### src/hdl/pif_pkg.sv
// Shared types and constants of the polyphase interpolator FIR.
package pif_pkg;

  // Coefficient store geometry, fixed by the 7-bit prototype tap index.
  localparam int COEF_AW    = 7;
  localparam int COEF_DEPTH = 1 << COEF_AW;

  // Item modes.
  localparam logic MODE_COEF   = 1'b0;
  localparam logic MODE_SAMPLE = 1'b1;

  // Configuration register indexes.
  localparam int CFG_IDX_W = 1;
  localparam logic [CFG_IDX_W-1:0] CFG_OS_RATIO  = 1'b0;
  localparam logic [CFG_IDX_W-1:0] CFG_BANK_SIZE = 1'b1;
  localparam int CFG_DATA_W = 5;

  // Reset values of the configuration registers.
  localparam logic [3:0] OS_RATIO_RST  = 4'd4;
  localparam logic [4:0] BANK_SIZE_RST = 5'd5;

  // Input transaction payload.
  typedef struct packed {
    logic               mode;
    logic [6:0]         coef_index;
    logic signed [15:0] coef_value;
    logic signed [15:0] sample_in;
  } in_item_t;

  // Output transaction payload.
  typedef struct packed {
    logic signed [15:0] sample_out;
    logic [2:0]         phase;
    logic               last;
  } out_item_t;

  // Tag that travels with each product through the MAC pipeline.
  typedef struct packed {
    logic       zero;    // sample slot not yet filled, product is zero
    logic       first;   // first tap of a phase, restarts the accumulator
    logic       last;    // last tap of a phase, result is complete
    logic       is_end;  // last tap of the last phase of the sample
    logic [2:0] phase;
  } tap_tag_t;

  // Issue sequencer states.
  typedef enum logic [1:0] {
    ST_IDLE = 2'b01,
    ST_RUN  = 2'b10
  } state_e;

endpackage

### src/hdl/pif_mac.sv
// Multiply-accumulate pipeline with rounding, saturation and output register.
module pif_mac import pif_pkg::*; #(
  parameter int MAX_BANK       = 16,
  parameter int COEF_FRAC_BITS = 13
) (
  input  logic               clk_i,
  input  logic               rst_ni,
  input  logic               s1_valid_i,
  input  logic signed [15:0] s1_coef_i,
  input  logic signed [15:0] s1_sample_i,
  input  tap_tag_t           s1_tag_i,
  output logic               hold_o,
  output logic               out_valid_o,
  input  logic               out_ready_i,
  output out_item_t          out_data_o
);

  localparam int ACC_W = 34 + $clog2(MAX_BANK + 1);
  localparam logic signed [ACC_W-1:0] SAT_HI = 32767;
  localparam logic signed [ACC_W-1:0] SAT_LO = -32768;
  localparam logic signed [ACC_W-1:0] FRAC_MASK = (ACC_W'(1) << COEF_FRAC_BITS) - 1;

  logic                      s2_valid_q;
  logic signed [31:0]        prod_q;
  logic signed [31:0]        prod_d;
  tap_tag_t                  s2_tag_q;
  logic signed [ACC_W-1:0]   acc_q;
  logic signed [ACC_W-1:0]   sum;
  logic                      fin_valid_q;
  logic signed [ACC_W-1:0]   fin_q;
  tap_tag_t                  fin_tag_q;
  logic signed [ACC_W-1:0]   bias;
  logic signed [ACC_W-1:0]   quot;
  logic signed [15:0]        sat;
  logic                      out_valid_q;
  out_item_t                 out_q;

  // The whole pipeline freezes while a finished result waits to be taken.
  assign hold_o = out_valid_q && !out_ready_i;

  // Product of one tap, forced to zero for empty delay slots.
  assign prod_d = s1_tag_i.zero ? 32'sd0 : s1_coef_i * s1_sample_i;

  // Running sum, restarted at the first tap of each phase.
  assign sum = (s2_tag_q.first ? '0 : acc_q) + ACC_W'(prod_q);

  // Shift toward zero: negative sums get a bias before the arithmetic shift.
  assign bias = fin_q[ACC_W-1] ? FRAC_MASK : '0;
  assign quot = (fin_q + bias) >>> COEF_FRAC_BITS;

  always_comb begin
    if (quot > SAT_HI) begin
      sat = 16'sh7fff;
    end else if (quot < SAT_LO) begin
      sat = -16'sh8000;
    end else begin
      sat = quot[15:0];
    end
  end

  // Control state of the pipeline stages.
  always_ff @(posedge clk_i or negedge rst_ni) begin
    if (!rst_ni) begin
      s2_valid_q  <= 1'b0;
      fin_valid_q <= 1'b0;
      out_valid_q <= 1'b0;
    end else if (!hold_o) begin
      s2_valid_q  <= s1_valid_i;
      fin_valid_q <= s2_valid_q && s2_tag_q.last;
      out_valid_q <= fin_valid_q;
    end
  end

  // Datapath registers of the pipeline stages.
  always_ff @(posedge clk_i) begin
    if (!hold_o) begin
      prod_q    <= prod_d;
      s2_tag_q  <= s1_tag_i;
      if (s2_valid_q) begin
        acc_q <= sum;
      end
      fin_q     <= sum;
      fin_tag_q <= s2_tag_q;
      out_q.sample_out <= sat;
      out_q.phase      <= fin_tag_q.phase;
      out_q.last       <= fin_tag_q.is_end;
    end
  end

  assign out_valid_o = out_valid_q;
  assign out_data_o  = out_q;

endmodule

### src/hdl/polyphase_interpolator_fir.sv
// Top level of the polyphase interpolator FIR: memories, tap sequencer, MAC.
//
// Usage: input transactions carry either a coefficient (mode 0), stored at
// prototype index n as tap n div ratio of branch n mod ratio, or a sample
// (mode 1). A sample enters a circular delay line and yields os_ratio output
// transactions, one per branch in branch order, the final one flagged last.
// Coefficients must be loaded before samples that use them.
// A coefficient is accepted without leaving the idle state. A sample holds the
// input until all os_ratio * bank_size taps are issued, set by the single
// shared multiplier that reads one coefficient and one delay slot per cycle
// while the output does not stall.
// Configuration writes take effect at the next accepted sample and belong in idle periods.
// Reset empties the delay line through a fill count, so unfilled slots read
// as zero; coefficients are undefined until written.
// When the receiver stalls, the MAC pipeline and the tap sequencer freeze
// and resume without loss once the waiting result is taken.
module polyphase_interpolator_fir import pif_pkg::*; #(
  parameter int MAX_RATIO      = 8,
  parameter int MAX_BANK       = 16,
  parameter int COEF_FRAC_BITS = 13
) (
  input  logic                  clk_i,
  input  logic                  rst_ni,
  input  logic                  in_valid_i,
  output logic                  in_ready_o,
  input  in_item_t              in_data_i,
  output logic                  out_valid_o,
  input  logic                  out_ready_i,
  output out_item_t             out_data_o,
  input  logic                  cfg_we_i,
  input  logic [CFG_IDX_W-1:0]  cfg_addr_i,
  input  logic [CFG_DATA_W-1:0] cfg_wdata_i
);

  localparam int PTR_W = (MAX_BANK > 1) ? $clog2(MAX_BANK) : 1;
  localparam int SUM_W = PTR_W + 1;
  localparam int TAP_W = $clog2(MAX_BANK + 1);
  localparam int RAT_W = $clog2(MAX_RATIO + 1);

  logic [3:0]         os_ratio_q;
  logic [4:0]         bank_size_q;
  state_e             state_q, state_d;
  logic [PTR_W-1:0]   wp_q;
  logic [TAP_W-1:0]   count_q;
  logic [PTR_W-1:0]   start_q;
  logic [PTR_W-1:0]   start_d;
  logic [SUM_W-1:0]   start_sum;
  logic [RAT_W-1:0]   ratio_q, ratio_c;
  logic [TAP_W-1:0]   taps_q, taps_c;
  logic [RAT_W-1:0]   p_q;
  logic [TAP_W-1:0]   k_q;
  logic [TAP_W-1:0]   age_q;
  logic [COEF_AW-1:0] c_addr_q;
  logic [PTR_W-1:0]   d_addr_q;
  logic               accept;
  logic               hold;
  logic               issue;
  logic               tap_end;
  logic               phase_end;
  tap_tag_t           tag_d;

  logic signed [15:0] coef_mem [COEF_DEPTH];
  logic signed [15:0] dl_mem [MAX_BANK];
  logic signed [15:0] coef_rd_q;
  logic signed [15:0] dl_rd_q;
  tap_tag_t           s1_tag_q;
  logic               s1_valid_q;

  // Configuration registers.
  always_ff @(posedge clk_i or negedge rst_ni) begin
    if (!rst_ni) begin
      os_ratio_q  <= OS_RATIO_RST;
      bank_size_q <= BANK_SIZE_RST;
    end else if (cfg_we_i) begin
      unique case (cfg_addr_i)
        CFG_OS_RATIO:  os_ratio_q  <= cfg_wdata_i[3:0];
        CFG_BANK_SIZE: bank_size_q <= cfg_wdata_i;
        default: ;
      endcase
    end
  end

  // Registers saturated into their legal ranges.
  always_comb begin
    if (os_ratio_q == 4'd0) begin
      ratio_c = RAT_W'(1);
    end else if (32'(os_ratio_q) > MAX_RATIO) begin
      ratio_c = RAT_W'(MAX_RATIO);
    end else begin
      ratio_c = RAT_W'(os_ratio_q);
    end
    if (bank_size_q == 5'd0) begin
      taps_c = TAP_W'(1);
    end else if (32'(bank_size_q) > MAX_BANK) begin
      taps_c = TAP_W'(MAX_BANK);
    end else begin
      taps_c = TAP_W'(bank_size_q);
    end
  end

  // Slot of the oldest sample in the window once the new sample is in.
  assign start_sum = SUM_W'(wp_q) + SUM_W'(MAX_BANK) - SUM_W'(taps_c - TAP_W'(1));
  assign start_d   = (start_sum >= SUM_W'(MAX_BANK)) ?
                     PTR_W'(start_sum - SUM_W'(MAX_BANK)) : PTR_W'(start_sum);

  assign in_ready_o = (state_q == ST_IDLE);
  assign accept     = in_valid_i && in_ready_o;
  assign issue      = (state_q == ST_RUN) && !hold;
  assign tap_end    = (k_q == taps_q - TAP_W'(1));
  assign phase_end  = (p_q == ratio_q - RAT_W'(1));

  // Sequencer state transitions.
  always_comb begin
    state_d = state_q;
    unique case (state_q)
      ST_IDLE: begin
        if (accept && in_data_i.mode == MODE_SAMPLE) begin
          state_d = ST_RUN;
        end
      end
      ST_RUN: begin
        if (issue && tap_end && phase_end) begin
          state_d = ST_IDLE;
        end
      end
      default: state_d = ST_IDLE;
    endcase
  end

  // Tag of the tap being read this cycle.
  always_comb begin
    tag_d.zero   = (age_q >= count_q);
    tag_d.first  = (k_q == '0);
    tag_d.last   = tap_end;
    tag_d.is_end = tap_end && phase_end;
    tag_d.phase  = 3'(p_q);
  end

  // Sequencer control: write pointer, fill count and tap counters.
  always_ff @(posedge clk_i or negedge rst_ni) begin
    if (!rst_ni) begin
      state_q  <= ST_IDLE;
      wp_q     <= '0;
      count_q  <= '0;
      p_q      <= '0;
      k_q      <= '0;
      age_q    <= '0;
      c_addr_q <= '0;
      d_addr_q <= '0;
      start_q  <= '0;
      ratio_q  <= RAT_W'(1);
      taps_q   <= TAP_W'(1);
    end else begin
      state_q <= state_d;
      if (accept && in_data_i.mode == MODE_SAMPLE) begin
        wp_q     <= (wp_q == PTR_W'(MAX_BANK - 1)) ? '0 : wp_q + 1'b1;
        if (count_q != TAP_W'(MAX_BANK)) begin
          count_q <= count_q + 1'b1;
        end
        start_q  <= start_d;
        d_addr_q <= start_d;
        ratio_q  <= ratio_c;
        taps_q   <= taps_c;
        p_q      <= '0;
        k_q      <= '0;
        age_q    <= taps_c - TAP_W'(1);
        c_addr_q <= '0;
      end else if (issue) begin
        if (tap_end) begin
          p_q      <= p_q + 1'b1;
          k_q      <= '0;
          age_q    <= taps_q - TAP_W'(1);
          c_addr_q <= COEF_AW'(p_q + 1'b1);
          d_addr_q <= start_q;
        end else begin
          k_q      <= k_q + 1'b1;
          age_q    <= age_q - 1'b1;
          c_addr_q <= c_addr_q + COEF_AW'(ratio_q);
          d_addr_q <= (d_addr_q == PTR_W'(MAX_BANK - 1)) ? '0 : d_addr_q + 1'b1;
        end
      end
    end
  end

  // Coefficient memory: written by load transactions, read once per tap.
  always_ff @(posedge clk_i) begin
    if (accept && in_data_i.mode == MODE_COEF) begin
      coef_mem[in_data_i.coef_index] <= in_data_i.coef_value;
    end
    if (issue) begin
      coef_rd_q <= coef_mem[c_addr_q];
    end
  end

  // Delay line memory: circular, written at the write pointer.
  always_ff @(posedge clk_i) begin
    if (accept && in_data_i.mode == MODE_SAMPLE) begin
      dl_mem[wp_q] <= in_data_i.sample_in;
    end
    if (issue) begin
      dl_rd_q  <= dl_mem[d_addr_q];
      s1_tag_q <= tag_d;
    end
  end

  // Read stage valid flag, frozen together with the pipeline.
  always_ff @(posedge clk_i or negedge rst_ni) begin
    if (!rst_ni) begin
      s1_valid_q <= 1'b0;
    end else if (!hold) begin
      s1_valid_q <= (state_q == ST_RUN);
    end
  end

  pif_mac #(
    .MAX_BANK       (MAX_BANK),
    .COEF_FRAC_BITS (COEF_FRAC_BITS)
  ) u_mac (
    .clk_i       (clk_i),
    .rst_ni      (rst_ni),
    .s1_valid_i  (s1_valid_q),
    .s1_coef_i   (coef_rd_q),
    .s1_sample_i (dl_rd_q),
    .s1_tag_i    (s1_tag_q),
    .hold_o      (hold),
    .out_valid_o (out_valid_o),
    .out_ready_i (out_ready_i),
    .out_data_o  (out_data_o)
  );

endmodule
### config.mk
export PLATFORM = sky130hd
export DESIGN_NAME = polyphase_interpolator_fir
export DESIGN_NICKNAME = d
export VERILOG_FILES = /design/src/hdl/pif_pkg.sv /design/src/hdl/pif_mac.sv /design/src/hdl/polyphase_interpolator_fir.sv
export SDC_FILE = /design/constraint.sdc
export NUM_CORES = 2
export LEC_CHECK = 0
export BUFFER_PORTS_ARGS = -buffer_cell sky130_fd_sc_hd__buf_2
export CELL_PAD_IN_SITES_DETAIL_PLACEMENT = 0
export CELL_PAD_IN_SITES_GLOBAL_PLACEMENT = 1
export CORE_MARGIN = 2
export CORE_UTILIZATION = 63
export CTS_BUF_LIST = sky130_fd_sc_hd__clkbuf_4
export DETAILED_ROUTE_END_ITERATION = 12
export HOLD_SLACK_MARGIN = 0.12
export PLACE_DENSITY_LB_ADDON = 0.1
export SYNTH_ARGS = -nofsm -noshare
export SYNTH_HDL_FRONTEND = slang
export SYNTH_HIERARCHICAL = 1
export SYNTH_SLANG_ARGS = --single-unit
### constraint.sdc
create_clock -name clk_i -period 12.7 [get_ports clk_i]
set_input_delay 1.905 -clock clk_i [delete_from_list [all_inputs] [get_ports clk_i]]
set_output_delay 1.905 -clock clk_i [all_outputs]
set_load 0.005 [all_outputs]
## Yosys cells after proc, flatten, opt, wreduce, memory -nomap -nowiden

Memory sizes are Yosys's and may differ from the RTL's. A register that Yosys moved wholly into a read port is not among the register bits.
Cells that the tools add are included.

- Register bits after elaboration: 209
- Memory bits (writable): 2304
- Input bits: 51
- Logic and storage cells: 125
- Memories kept: 2

Memory list:

| memory | depth | width | rd ports | clocked after Yosys merged registers in | wr ports | RTL line | text |
|---|---|---|---|---|---|---|---|
| coef_mem | 128 | 16 | 1 | 1 | 1 | polyphase_interpolator_fir.sv:62 | `logic signed [15:0] coef_mem [COEF_DEPTH];` |
| dl_mem | 16 | 16 | 1 | 1 | 1 | polyphase_interpolator_fir.sv:63 | `logic signed [15:0] dl_mem [MAX_BANK];` |

- $add $sub $neg: 16
- Multiply operators: 1
- Order comparisons: 6
- Equality and inequality tests: 9
- Multiplexer cells: 32
- Bitwise gates (word level): 3
- Reduce and logical (&&, ||, !) cells: 22

Operators with widths:

| operator | count |
|---|---|
| 4-bit two-way mux | 11 |
| 5-bit two-way mux | 8 |
| 39-bit by 14-bit adder with 39-bit output | 1 |
| 39-bit adder | 1 |
| 39-bit two-way mux | 1 |
| 16-bit by 16-bit multiplier with 32-bit output | 1 |
| 26-bit by 16-bit > comparator with 1-bit output (second input constant) | 1 |
| 26-bit by 16-bit < comparator with 1-bit output (second input constant) | 1 |
| 7-bit two-way mux | 3 |
| 16-bit two-way mux | 1 |
| 5-bit by 1-bit subtractor with 5-bit output (second input constant) | 3 |
| 13-bit two-way mux | 1 |
| 4-bit by 1-bit adder with 4-bit output (second input constant) | 3 |
| 2-bit AND reduction | 6 |
| 5-bit by 1-bit adder with 5-bit output (second input constant) | 2 |
| 5-bit zero test | 2 |
| 1-bit logical AND | 9 |
| 4-bit == test (second input constant) | 2 |
| 4-bit by 1-bit subtractor with 4-bit output (second input constant) | 2 |
| 7-bit by 4-bit adder with 7-bit output | 1 |
| 4-bit by 1-bit adder with 5-bit output (second input constant) | 1 |
| 4-bit by 5-bit adder with 5-bit output (second input constant) | 1 |
| 5-bit == test | 1 |
| 5-bit >= comparator | 1 |
| 17 further kinds | 25 |

## Longest topological paths before layout

- Depth after elaboration: 8
- Mapped depth: 25
- Mapped depth without buffers: 24

## By module

The synthesis kept the hierarchy.

By module, submodules not included:

| module | instances | cells an instance | area each (um^2) |
|---|---|---|---|
| polyphase_interpolator_fir | 1 | 3844 | 92426.1 |
| pif_mac | 1 | 1706 | 17169.0 |

## Least setup slack after synthesis

Ideal clock, no wire load.

- Path type: in2reg
- Start: in out_ready_i
- End: reg d_addr_q[3]
- Arrival time: 7.545 ns
- Required time: 12.616 ns
- Slack: 5.072 ns
- Stages: 9
- Cells stage by stage: nand2b_1 > clkbuf_1 > inv_1 > or2_2 > clkbuf_1 > clkinv_1 > buf_1 > o211ai_1 > a31oi_1

- Cells in the longest elaborated chain, start to end: 5

Ends and longest elaborated chain:

| what | RTL line | text |
|---|---|---|
| from (decl) | polyphase_interpolator_fir.sv:28 | `input logic out_ready_i,` |
| 1-bit zero test | pif_mac.sv:39 | `assign hold_o = out_valid_q && !out_ready_i;` |
| 1-bit logical AND | pif_mac.sv:39 |  |
| via hold | polyphase_interpolator_fir.sv:56 | `logic hold;` |
| 1-bit zero test | n/a |  |
| 1-bit logical AND | polyphase_interpolator_fir.sv:108 | `assign issue = (state_q == ST_RUN) && !hold;` |
| via issue | polyphase_interpolator_fir.sv:57 | `logic issue;` |
| 2-bit nonzero test (no source line) | n/a |  |
| to (signal assigned) | polyphase_interpolator_fir.sv:161 | `d_addr_q <= start_d;` |
| to (signal assigned) | polyphase_interpolator_fir.sv:174 | `d_addr_q <= start_q;` |
| to (signal assigned) | polyphase_interpolator_fir.sv:179 | `d_addr_q <= (d_addr_q == PTR_W'(MAX_BANK - 1)) ? '0 : d_addr_q + 1'b1;` |
| to (decl) | polyphase_interpolator_fir.sv:54 | `logic [PTR_W-1:0] d_addr_q;` |

The timed path passes the listed nets, and every way through them passes these cells.
A chain may end at the register's enable or synchronous reset.

## Worst setup path after layout

- Start: reg coef_rd_q[6] (read register of coef_mem)
- End: reg u_mac.prod_q[30] (data pin)

- Cells in the longest elaborated chain, start to end: 1

Ends and longest elaborated chain:

| what | RTL line | text |
|---|---|---|
| from (decl) | polyphase_interpolator_fir.sv:64 | `logic signed [15:0] coef_rd_q;` |
| 16-bit by 16-bit multiplier with 32-bit output | pif_mac.sv:42 | `assign prod_d = s1_tag_i.zero ? 32'sd0 : s1_coef_i * s1_sample_i;` |
| to (signal assigned) | pif_mac.sv:77 | `prod_q <= prod_d;` |
| to (decl) | pif_mac.sv:24 | `logic signed [31:0] prod_q;` |

Every way passes these cells.

==> metrics list <==
* Filler instances: 11213
* Fin Clk Skew: ~0.076 ns
- Port buffering added 72 buffers.
- Once the clock tree was built, the resizer swapped 0 gates to a different size.
* Number of nets with antenna violations after detailed routing: 0
- Power Dens Cells: slightly above 200 mW/mm2
* Startpoint type of the worst setup path: register
- After detailed placement, the design holds a cell count of around 7900.
- Die Width: around 420 um
* Status: finished clean
* Main flop type after synthesis: sky130_fd_sc_hd__edfxtp_1
- The worst setup path is of the reg -> reg kind.
- Worst ir drop on vdd: around 0.00035 V
- Remaining Overflow, GRT: 0
* Initial antenna violation count: 18
- During synthesis, Yosys emitted a total of 6 warnings.
* Ratio of final minimum period to clock period: 0.5689
* Final hold violation count: 0
- The first global-routing pass estimated roughly 360000 um of wire.
- Setup repair after global routing left no endpoint under its margin.
- The max-slew violation count was 0.
- Final routed wirelength across all metal layers: 238500 um
- The share of total power dissipated in the clock network is 0.263.
* CTS clk-pin slew, worst paths: about 0.070 ns
- For the pin with the worst max-slew slack, the measured transition is around 1.3 ns.
- Initial Util: 0.6319
* Netlist Area Pre-Place: ~0.11 mm2
- CTS saw 2545 sinks.
- Max-capacitance violation count: 0
- DPL Wire Length: ~150000 um
* Net load switching power: 7.888 mW
- Synthesis handed over a netlist of about 5600 instances.
- Maximum number of pins on one net before global-route repair: approximately 150
- Of the synthesized area, sequential elements account for 0.6946.
* Post-route minimum period: between 7 and 8 ns
* Area overhead of the layout relative to synthesis: 10.40%
* Total number of placement rows: approximately 150
- Buffers inserted to repair hold after CTS numbered 0.
* Summed negative setup slack over all endpoints: 0 ns
- Number of global-route vias before repair: ~57000
- After layout, the worst setup slack is 5.476 ns.
- CTS placed an instance of sky130_fd_sc_hd__clkbuf_4 at the clock tree root.
* Net count of the finished layout: about 6700
- The total area inside the core boundary comes to ~0.17 mm2.
- Power Internal: between 15 and 20 mW
- The worst setup path is captured at a register.
* Most common library cell in the layout ignoring fill and taps: sky130_fd_sc_hd__edfxtp_1
* Height of the chip: 421.1 um
- Global routing usage summed across all routing layers: 0.2752
- Mean cell area of the mapped netlist: 19.75 um2
- Cts bufs inserted: 637
- Number of DRC markers after the initial detailed-route iteration: 6052
- Setup violations remaining at the end of the flow were counted as 0.
- In the routed design, unresolved DRC markers number 0.
- TritonCTS built the clock tree.
- Pre-antenna DRT Iters: 6
* Normalized max-slew margin: 0.1251
* CP Data Required Time: roughly 14 ns
- Per-cell routed wire length: around 27 um
* Switch share: 0.3238
* Sequential fraction of design power: 0.408
* Proportion of layout cells with a drive suffix above 1: 0.3052
- Level count of the clock H-tree: 6
* Share of async-settable or async-resettable flops after synthesis: 0.02436
* Hold slack: between 0.4 and 0.5 ns
- Combinational share of power: 0.329
* Count of flip-flops with a built-in enable after synthesis: approximately 2500
- During I/O placement, the number of pins put on the boundary was 73.
* Overall die area: 0.1773 mm2
* Count of placed standard cells in the final layout, fillers left out: roughly 9000
- At the end of routability-driven placement, the weighted congestion stood at ~0.84.
- Average via count per standard cell: 6.125
- The routed layout has roughly 55000 vias.
- In this run the static leakage power is 40.92 nW.
* Number of distinct library cell variants in the gate-level netlist after synthesis: 67
- The clock passes through at most 4 buffers.
- Count of buffers added by post-CTS timing repair for setup: 0
* Most frequent cells in the layout: sky130_fd_sc_hd__edfxtp_1, sky130_fd_sc_hd__clkbuf_4, sky130_fd_sc_hd__mux4_2
* Hold Crit Class: reg -> reg
* Top fanout value on the critical path: 16
* Maximum clock frequency: 138.4 MHz
* Data arrival, critical path: roughly 8.4 ns
* Clk_lat worst skew: 1.39 ns
- The number of nets handed over by synthesis was approximately 6000.
- Setup WS pre-CTS: 5.526 ns
- Flop and latch count out of synthesis: 2545
==> sequential cells by signal (all words and copies together), names as in the netlist, 5 cells and up <==
name / flops
bank_size_q: 5
u_mac/out_data_o: 20
coef_mem: 2048
count_q: 5
age_q: 5
u_mac/prod_q: 32
u_mac/acc_q: 39
coef_rd_q: 16
u_mac/fin_q: 39
s1_tag_q: 7
dl_rd_q: 16
u_mac/s2_tag_q: 6
taps_q: 5
k_q: 5
c_addr_q: 7
dl_mem: 256
==> final timing paths <==
| path | to | from | cells after the start | slack [ns] |
|---|---|---|---|---|
| worst max-delay path | u_mac/prod_q[30]$_SDFFCE_PP0N_ | coef_rd_q[6]$_DFFE_PP_ | 22 | 5.48 |
| worst min-delay path | u_mac/s2_tag_q[5]$_DFFE_PN_ | s1_tag_q[5]$_DFFE_PP_ | 0 | 0.40 |
| worst max register to register | u_mac/prod_q[30]$_SDFFCE_PP0N_ | coef_rd_q[6]$_DFFE_PP_ | 22 | 5.48 |
| worst min register to register | u_mac/s2_tag_q[5]$_DFFE_PN_ | s1_tag_q[5]$_DFFE_PP_ | 0 | 0.40 |
| max in group asynchronous | c_addr_q[3]$_DFFE_PN0P_ | rst_ni | 2 | 11.33 |
| min in group asynchronous | d_addr_q[1]$_DFFE_PN0P_ | rst_ni | 2 | 0.70 |
==> cell usage after synthesis (56+ instances only) <==
cell	n	area, um2
sky130_fd_sc_hd__edfxtp_1	2483	74560
sky130_fd_sc_hd__mux4_2	752	16940
sky130_fd_sc_hd__inv_1	368	1381
sky130_fd_sc_hd__fa_1	265	5305
sky130_fd_sc_hd__nor2_1	242	908.4
sky130_fd_sc_hd__nand2_1	211	792.0
sky130_fd_sc_hd__ha_1	158	1977
sky130_fd_sc_hd__clkbuf_1	157	589.3
sky130_fd_sc_hd__and2_1	132	825.8
sky130_fd_sc_hd__o21ai_0	79	395.4
sky130_fd_sc_hd__a21oi_1	73	365.4
sky130_fd_sc_hd__xnor2_1	73	639.4
sky130_fd_sc_hd__nor2b_1	61	381.6
sky130_fd_sc_hd__dfrtp_1	56	1401
==> worst max-delay path, stage by stage (launching register included) <==
cell,delay [ns]
sky130_fd_sc_hd__edfxtp_1,0.62
sky130_fd_sc_hd__and2_1,0.29
sky130_fd_sc_hd__fa_1,0.53
sky130_fd_sc_hd__inv_1,0.05
sky130_fd_sc_hd__fa_1,0.52
sky130_fd_sc_hd__fa_1,0.52
sky130_fd_sc_hd__inv_1,0.05
sky130_fd_sc_hd__fa_1,0.46
sky130_fd_sc_hd__fa_1,0.55
sky130_fd_sc_hd__inv_1,0.05
sky130_fd_sc_hd__fa_1,0.52
sky130_fd_sc_hd__inv_1,0.04
sky130_fd_sc_hd__ha_1,0.39
sky130_fd_sc_hd__and3_1,0.27
sky130_fd_sc_hd__nand3_1,0.12
sky130_fd_sc_hd__o311ai_0,0.33
sky130_fd_sc_hd__a21oi_1,0.13
sky130_fd_sc_hd__o211ai_1,0.31
sky130_fd_sc_hd__nand3_1,0.21
sky130_fd_sc_hd__o211ai_1,0.28
sky130_fd_sc_hd__nand4_1,0.20
sky130_fd_sc_hd__o21ai_0,0.22
sky130_fd_sc_hd__mux2_2,0.35
==> cell type report <==
| class | instances | area, um2 | share of cell area |
|---|---|---|---|
| flip-flops and latches | 2545 | 76140 | 0.6293 |
| multi-input cells | 2392 | 31150 | 0.2575 |
| clock buffers | 879 | 6599 | 0.05454 |
| well taps | 2325 | 2909 | 0.02404 |
| repair buffers | 272 | 1939 | 0.01603 |
| inverters | 369 | 1385 | 0.01145 |
| clock inverters | 164 | 810.8 | 0.006701 |
| diodes | 22 | 55.05 | 0.0004550 |
==> metal layers <==
metal / GRT usage / routed length (um)
met1: 0.4205 / 101200
met2: 0.3926 / 107200
met3: 0.08203 / 24750
met4: 0.08011 / 5275
met5: 0 / 71
==> metrics by stage <==
stage	power (mW)	area, um2	utilization
after floorplan	15.88	109600	-
after global placement	18.07	113500	0.6546
after detailed placement	18.11	113500	0.6546
after CTS	24.55	120900	0.6973
after global routing	25.97	121000	0.6975
final	24.36	121000	0.6976
==> power by group through the flow <==
stage	logic [mW]	registers (mW)	clock network, mW
detailed placement	7.99	10.1	0
global placement	7.96	10.1	0
global route	8.99	9.97	7.01
floorplan	5.97	9.91	0
CTS	8.04	9.94	6.57
finish	8.02	9.94	6.40
==> logic make-up after synthesis <==
logic type	count (synthesis)	synth area share
AOI/OAI and AO/OA	281	0.01612
and+or+nand+nor	799	0.03472
xor gates and xnor gates	106	0.008722
adders and majority gates	423	0.06644
buffers and inverters	613	0.02175
muxes	783	0.1577
DFF	2545	0.6946
Note: power is estimated with default switching activity, not from simulation.
